[config.mk]
export PLATFORM = sky130hd
export DESIGN_NAME = fifo_free_list_slot_allocator
export DESIGN_NICKNAME = d
export VERILOG_FILES = /design/src/rtl/ffsa_pkg.sv /design/src/rtl/ffsa_ring.sv /design/src/rtl/fifo_free_list_slot_allocator.sv
export SDC_FILE = /design/constraint.sdc
export NUM_CORES = 1
export LEC_CHECK = 0
export ABC_AREA = 1
export BUFFER_PORTS_ARGS = -buffer_cell sky130_fd_sc_hd__buf_2
export CAP_MARGIN = 40
export CORE_MARGIN = 3
export CORE_UTILIZATION = 54
export DETAILED_ROUTE_END_ITERATION = 8
export PLACE_DENSITY = 0.75
export SLEW_MARGIN = 20
export SYNTH_ARGS = -nofsm -noshare
export SYNTH_HDL_FRONTEND = slang
export SYNTH_SLANG_ARGS = --single-unit
[constraint.sdc]
create_clock -name clk -period 3.2 [get_ports clk]
set_input_delay 0.48 -clock clk [delete_from_list [all_inputs] [get_ports clk]]
set_output_delay 0.48 -clock clk [all_outputs]
set_load 0.005 [all_outputs]
[src/rtl/ffsa_pkg.sv]
// Shared types and codes for the FIFO free-list slot allocator.
package ffsa_pkg;

  // Width of the slot number carried on the ports
  localparam int unsigned SLOT_W = 5;

  // Request mode codes
  localparam logic MODE_ALLOC = 1'b0;
  localparam logic MODE_FREE  = 1'b1;

  // Result status codes
  typedef enum logic [1:0] {
    STATUS_DONE        = 2'd0,
    STATUS_NO_FREE     = 2'd1,
    STATUS_NOT_IN_USE  = 2'd2
  } status_t;

  // Request payload
  typedef struct packed {
    logic              mode;
    logic [SLOT_W-1:0] slot;
  } req_t;

  // Result payload
  typedef struct packed {
    logic              ok;
    logic [SLOT_W-1:0] granted_slot;
    status_t           status;
  } rsp_t;

endpackage

[src/rtl/ffsa_ring.sv]
// Free-slot ring memory with a fill counter that stands in for the reset contents.
module ffsa_ring #(
  parameter int unsigned DEPTH = 32,
  parameter int unsigned IW    = 5,
  parameter int unsigned CW    = 6
) (
  input  logic          clk,
  input  logic          rst_n,
  input  logic [IW-1:0] rd_addr,
  output logic [IW-1:0] rd_data,
  input  logic          wr_en,
  input  logic [IW-1:0] wr_addr,
  input  logic [IW-1:0] wr_data
);

  logic [IW-1:0] mem_r [DEPTH];
  logic [IW-1:0] rd_mem_r;
  logic [IW-1:0] rd_addr_r;
  logic          rd_written_r;
  logic [CW-1:0] fill_r;

  // Writes land in index order from entry 0, so entries below fill_r are written
  always_ff @(posedge clk) begin
    if (!rst_n) begin
      fill_r <= '0;
    end else if (wr_en && (fill_r != CW'(DEPTH))) begin
      fill_r <= fill_r + CW'(1);
    end
  end

  // Write port
  always_ff @(posedge clk) begin
    if (wr_en) begin
      mem_r[wr_addr] <= wr_data;
    end
  end

  // Registered read; remember whether the entry was ever written
  always_ff @(posedge clk) begin
    rd_mem_r     <= mem_r[rd_addr];
    rd_addr_r    <= rd_addr;
    rd_written_r <= (CW'(rd_addr) < fill_r);
  end

  // An unwritten entry still holds its reset value, its own index
  assign rd_data = rd_written_r ? rd_mem_r : rd_addr_r;

endmodule

[src/rtl/fifo_free_list_slot_allocator.sv]
// Top level of the FIFO free-list slot allocator.
//
//   Channel | Ports                          | Payload
//   --------+--------------------------------+--------------------------------
//   request | in_valid, in_ready, in_data    | ffsa_pkg::req_t  (mode, slot)
//   result  | out_valid, out_ready, out_data | ffsa_pkg::rsp_t  (ok, slot, status)
//
// Each request first reads the ring entry at the head pointer from the synchronous
// ring memory, then decides and writes back.
// A new request is taken while the previous result still sits in the output register.
// If the output register is still full, the decision cycle stalls until it is taken.
// Reset is synchronous and takes effect at once; no clearing pass is needed.
module fifo_free_list_slot_allocator #(
  parameter int unsigned POOL_SIZE = 32
) (
  input  logic           clk,
  input  logic           rst_n,
  input  logic           in_valid,
  output logic           in_ready,
  input  ffsa_pkg::req_t in_data,
  output logic           out_valid,
  input  logic           out_ready,
  output ffsa_pkg::rsp_t out_data
);

  localparam int unsigned IW = $clog2(POOL_SIZE);
  localparam int unsigned CW = $clog2(POOL_SIZE + 1);

  typedef enum logic {
    ST_IDLE,
    ST_EXEC
  } state_t;

  state_t                 state_r;
  ffsa_pkg::req_t         req_r;
  logic [IW-1:0]          head_r;
  logic [CW-1:0]          count_r;
  logic [POOL_SIZE-1:0]   in_use_r;
  logic                   out_valid_r;
  ffsa_pkg::rsp_t         out_data_r;

  logic [IW-1:0]          ring_rd_data;
  logic                   ring_wr_en;
  logic [IW-1:0]          tail;
  logic [IW:0]            tail_sum;
  logic [31:0]            slot_w;
  logic [IW-1:0]          slot_idx;
  logic [31:0]            grant_w;
  logic                   finish;
  logic                   alloc_ok;
  logic                   free_ok;
  ffsa_pkg::rsp_t         rsp;

  // Ring of free slot numbers
  ffsa_ring #(
    .DEPTH (POOL_SIZE),
    .IW    (IW),
    .CW    (CW)
  ) u_ring (
    .clk     (clk),
    .rst_n   (rst_n),
    .rd_addr (head_r),
    .rd_data (ring_rd_data),
    .wr_en   (ring_wr_en),
    .wr_addr (tail),
    .wr_data (slot_idx)
  );

  // Tail index: head plus count, wrapped once
  always_comb begin
    tail_sum = {1'b0, head_r} + (IW+1)'(count_r);
    if (tail_sum >= (IW+1)'(POOL_SIZE)) begin
      tail = IW'(tail_sum - (IW+1)'(POOL_SIZE));
    end else begin
      tail = IW'(tail_sum);
    end
  end

  // Decide the request held in req_r
  always_comb begin
    slot_w   = 32'(req_r.slot);
    slot_idx = slot_w[IW-1:0];
    grant_w  = 32'(ring_rd_data);
    alloc_ok = (count_r != '0);
    free_ok  = (slot_w < 32'(POOL_SIZE)) && in_use_r[slot_idx] &&
               (count_r != CW'(POOL_SIZE));
    rsp      = '0;
    if (req_r.mode == ffsa_pkg::MODE_ALLOC) begin
      if (alloc_ok) begin
        rsp.ok           = 1'b1;
        rsp.granted_slot = grant_w[ffsa_pkg::SLOT_W-1:0];
        rsp.status       = ffsa_pkg::STATUS_DONE;
      end else begin
        rsp.status       = ffsa_pkg::STATUS_NO_FREE;
      end
    end else begin
      if (free_ok) begin
        rsp.ok     = 1'b1;
        rsp.status = ffsa_pkg::STATUS_DONE;
      end else begin
        rsp.status = ffsa_pkg::STATUS_NOT_IN_USE;
      end
    end
  end

  assign finish     = (state_r == ST_EXEC) && (!out_valid_r || out_ready);
  assign ring_wr_en = finish && (req_r.mode == ffsa_pkg::MODE_FREE) && free_ok;
  assign in_ready   = (state_r == ST_IDLE);

  // Sequencer, pool state and output register
  always_ff @(posedge clk) begin
    if (!rst_n) begin
      state_r     <= ST_IDLE;
      head_r      <= '0;
      count_r     <= CW'(POOL_SIZE);
      in_use_r    <= '0;
      out_valid_r <= 1'b0;
    end else begin
      // Raise valid on a finished request, drop it once transferred
      if (finish) begin
        out_valid_r <= 1'b1;
      end else if (out_ready) begin
        out_valid_r <= 1'b0;
      end
      case (state_r)
        ST_IDLE: begin
          if (in_valid) begin
            req_r   <= in_data;
            state_r <= ST_EXEC;
          end
        end
        ST_EXEC: begin
          if (finish) begin
            out_data_r  <= rsp;
            state_r     <= ST_IDLE;
            if (req_r.mode == ffsa_pkg::MODE_ALLOC) begin
              if (alloc_ok) begin
                in_use_r[ring_rd_data] <= 1'b1;
                head_r  <= (head_r == IW'(POOL_SIZE - 1)) ? '0 : head_r + IW'(1);
                count_r <= count_r - CW'(1);
              end
            end else if (free_ok) begin
              in_use_r[slot_idx] <= 1'b0;
              count_r <= count_r + CW'(1);
            end
          end
        end
        default: begin
          state_r <= ST_IDLE;
        end
      endcase
    end
  end

  assign out_valid = out_valid_r;
  assign out_data  = out_data_r;

endmodule
==> impl_results.md <==
* Clk sinks at 236
* CTS Hold Bufs at 0
* Crit-path slowest cell: edfxtp_1
* Crit share post-route at 89.4%
* GRT Total Usage at 23.8%
* Setup repair bufs after CTS at 0
* Syn nets at 1112
* H-Tree Depth at 1
* Crit path time final at 2.86 ns
* Final setup TNS at 0 ns
* Die width at 146 µm
* Most used cell, CP: nand2_1
* Final antenna-violating net count at 0
* Layout cell share with drive strength beyond 1 at 9.48%
* Critical path launch point type: flip-flop
* Routed via count at 8233
* Pre-CTS setup slack at 0.373 ns
* Slew Viols, Final at 0
* Ys async rst share at 0%
* # IOs at 20
* Clk root buf: clkbuf_16
* HPWL Detailed at 16.0 mm
* # DRC at 0
* Yosys Warn Count at 0
* TritonCTS buffer count at 26
* Peak supply drop at 0.496 mV
* FMAX at 350 MHz
* Finished Core Util at 62.4%
* Initial antenna violation count at 0
* CTS tree: built
* Max capacitance violation total at 0
* Min setup slack post-route at 0.340 ns
* Final GP Congestion at 0.880
* Clock Tree Buf Depth at 3
* WS Path Type: flip-flop to flip-flop
* Critical-path cell list: inv_2 -> nand2_1 -> nand2_1 -> nand2_1 -> nand2_1 -> nand2_1 -> nand2_1 -> nor2_1 -> nand2_2 -> nand3_2 -> inv_4 -> nand4_2 -> nor2_1
* # rows at 50
* Mean Syn Cell Area at 9.78 µm²
* Placed cell count at 1342
* Dominant cells by area after synthesis: edfxtp_1 49%, dfxtp_1 12%, o21ai_0 7.0%
* Area grow syn2layout at 12.1%
* Final Instance Count excl. Fillers at 1389
* Die height at 146 µm
* Post-Route WL at 25.9 mm
* First-pass GRT wire length at 41.3 mm
* Top_reg_cell synth: edfxtp_1
* Final nets at 1138
* Post-synth EDFFs at 174
* Router iterations before antenna repair at 6
* PwrDens at 571 nW/µm²
* Drt via density at 5.93
* # fillers at 1567
* Worst-skew pair later-pin latency at 0.53 ns
* Yosys top cell by area: edfxtp_1
* Clock-pin transition on the worst setup and hold timing paths at 0.06 ns
* Crit path arrival time at 3.04 ns
* Wire per inst at 18.6 µm
* Final Hold Vio Count at 0
* Post-cts gate resize count at 0
* Syn Std Cell Area at 10600 µm²
* Final setup viols at 0
* Worst Max-Slew Pin Slew at 0.854 ns
* Largest stage delay on the critical path at 0.69 ns
* Yosys cell types at 35
* Slew headroom at 42.8%
* Grt ovf at 0
* Register area share after synthesis at 61.0%
* 1st-iter DRT viols at 808
* Setup Skew at 0.0116 ns
* WP data required at 3.38 ns
* Status: completed
* Core area at 19000 µm²
* P_leak at 4.35 nW
* ANT cells at 0
* Hold crit path type: primary input to flip-flop
* Endpoint class of the critical path: flip-flop
* Synth top area share at 49.3%
* Setup repair after global routing missed its margin: no
* CP max FO at 24
* Largest net degree at the start of global routing at 64
* Flops & latches, synth at 236
* Worst hold margin at 0.129 ns
* Vias in the first global route at 7994
* Initial core utilization at 55.7%
* Total die area at 21300 µm²
* PortBufs at 19
* Post-synthesis cell count at 1084
==> area by class of cell <==
type                       count  area, µm²  area share [%]
clock buffer                  37        723            6.09
multi-input combinational    711       3590            30.2
tap                          260        325            2.74
timing repair buffer          50        340            2.87
sequential                   236       6470            54.5
inverter                      85        322            2.71
clock inverter                10        110           0.927
==> final timing paths <==
| check | slack, ns | from | depth (start not counted) | end |
|---|---|---|---|---|
| setup reg to reg | 0.34 | slot_idx[0] | 13 | u_ring.mem_r[18][3] |
| setup / recovery | 0.34 | slot_idx[0] | 13 | u_ring.mem_r[18][3] |
| hold reg to reg | 0.48 | in_use_r[3] | 2 | in_use_r[3] |
| hold / removal | 0.13 | in_data[2] | 1 | slot_idx[2] |
==> cells in the mapped netlist (all sizes together) (5+ instances only) <==
| cell type | n |
|---|---|
| dfxtp | 62 |
| nand4 | 7 |
| clkbuf | 36 |
| edfxtp | 174 |
| inv | 83 |
| ha | 16 |
| nor2 | 182 |
| buf | 16 |
| nor3 | 12 |
| mux2i | 5 |
| xor2 | 10 |
| nand3 | 68 |
| o221ai | 20 |
| o21ai | 150 |
| o22ai | 20 |
| nand2 | 128 |
| a21oi | 81 |
==> cells in the final DEF (no fill, tap or decap), drive strengths merged, types with 5 or more instances in the layout <==
cell,Yosys,layout
a21oi,81,81
buf,16,50
clkbuf,36,37
clkinv,2,9
dfxtp,62,62
edfxtp,174,174
ha,16,16
inv,83,84
mux2i,5,5
nand2,128,128
nand3,68,68
nand4,7,7
nor2,182,182
nor3,12,12
o21ai,150,150
o221ai,20,20
o22ai,20,20
xor2,10,10
==> kinds of logic (layout without fill, tap and decap cells) <==
group,Yosys count,count (layout),share of synthesized area (%)
compound gates,273,273,13.9
xor+xnor,12,12,0.992
fa+ha+maj,18,18,2.27
buf+inv,137,182,5.12
flops,236,236,61.0
mux,5,5,0.472
simple gates,403,403,16.2
==> stage by stage <==
stage / area, µm² / power (W)
final: 11900 / 0.00678
after global routing: 11900 / 0.00698
after CTS: 11900 / 0.00680
after detailed placement: 11000 / 0.00393
after global placement: 11000 / 0.00392
after floorplan: 10600 / 0.00373
==> critical path: cells and delay by family (launching register included) <==
| kind | cells | cell delay, ns |
|---|---|---|
| buffers and inverters | 2 | 0.51 |
| flip-flops | 1 | 0.69 |
| AND/OR/NAND/NOR | 11 | 1.30 |
==> sequential cells by signal, summed over array words and instances, names as in the netlist <==
name                 cells
slot_idx                 5
out_valid                1
u_ring.rd_addr_r         5
in_use_r                32
count_r                  6
req_r                    1
u_ring.rd_written_r      1
state_r                  1
u_ring.fill_r            6
out_data                 8
u_ring.mem_r           160
u_ring.rd_mem_r          5
head_r                   5
==> power by group <==
part	internal (W)	switching, W	total [W]	leakage (nW)
combinational	0.000141	0.000401	0.000542	1.86
clock	0.00174	0.00116	0.00290	0.412
sequential	0.00331	0.0000329	0.00334	2.07
==> layer usage <==
layer / wire length, µm / up-vias / global-route usage [%] / part of all wire, %
li1: - / 3842 / - / -
met1: 10400 / 3897 / 32.2 / 40
met2: 12500 / 429 / 40.2 / 48
met3: 2270 / 65 / 3.41 / 8.8
met4: 718 / 0 / 7.67 / 2.8
met5: 0 / - / 0 / 0
(Power assumes the default switching activity.)
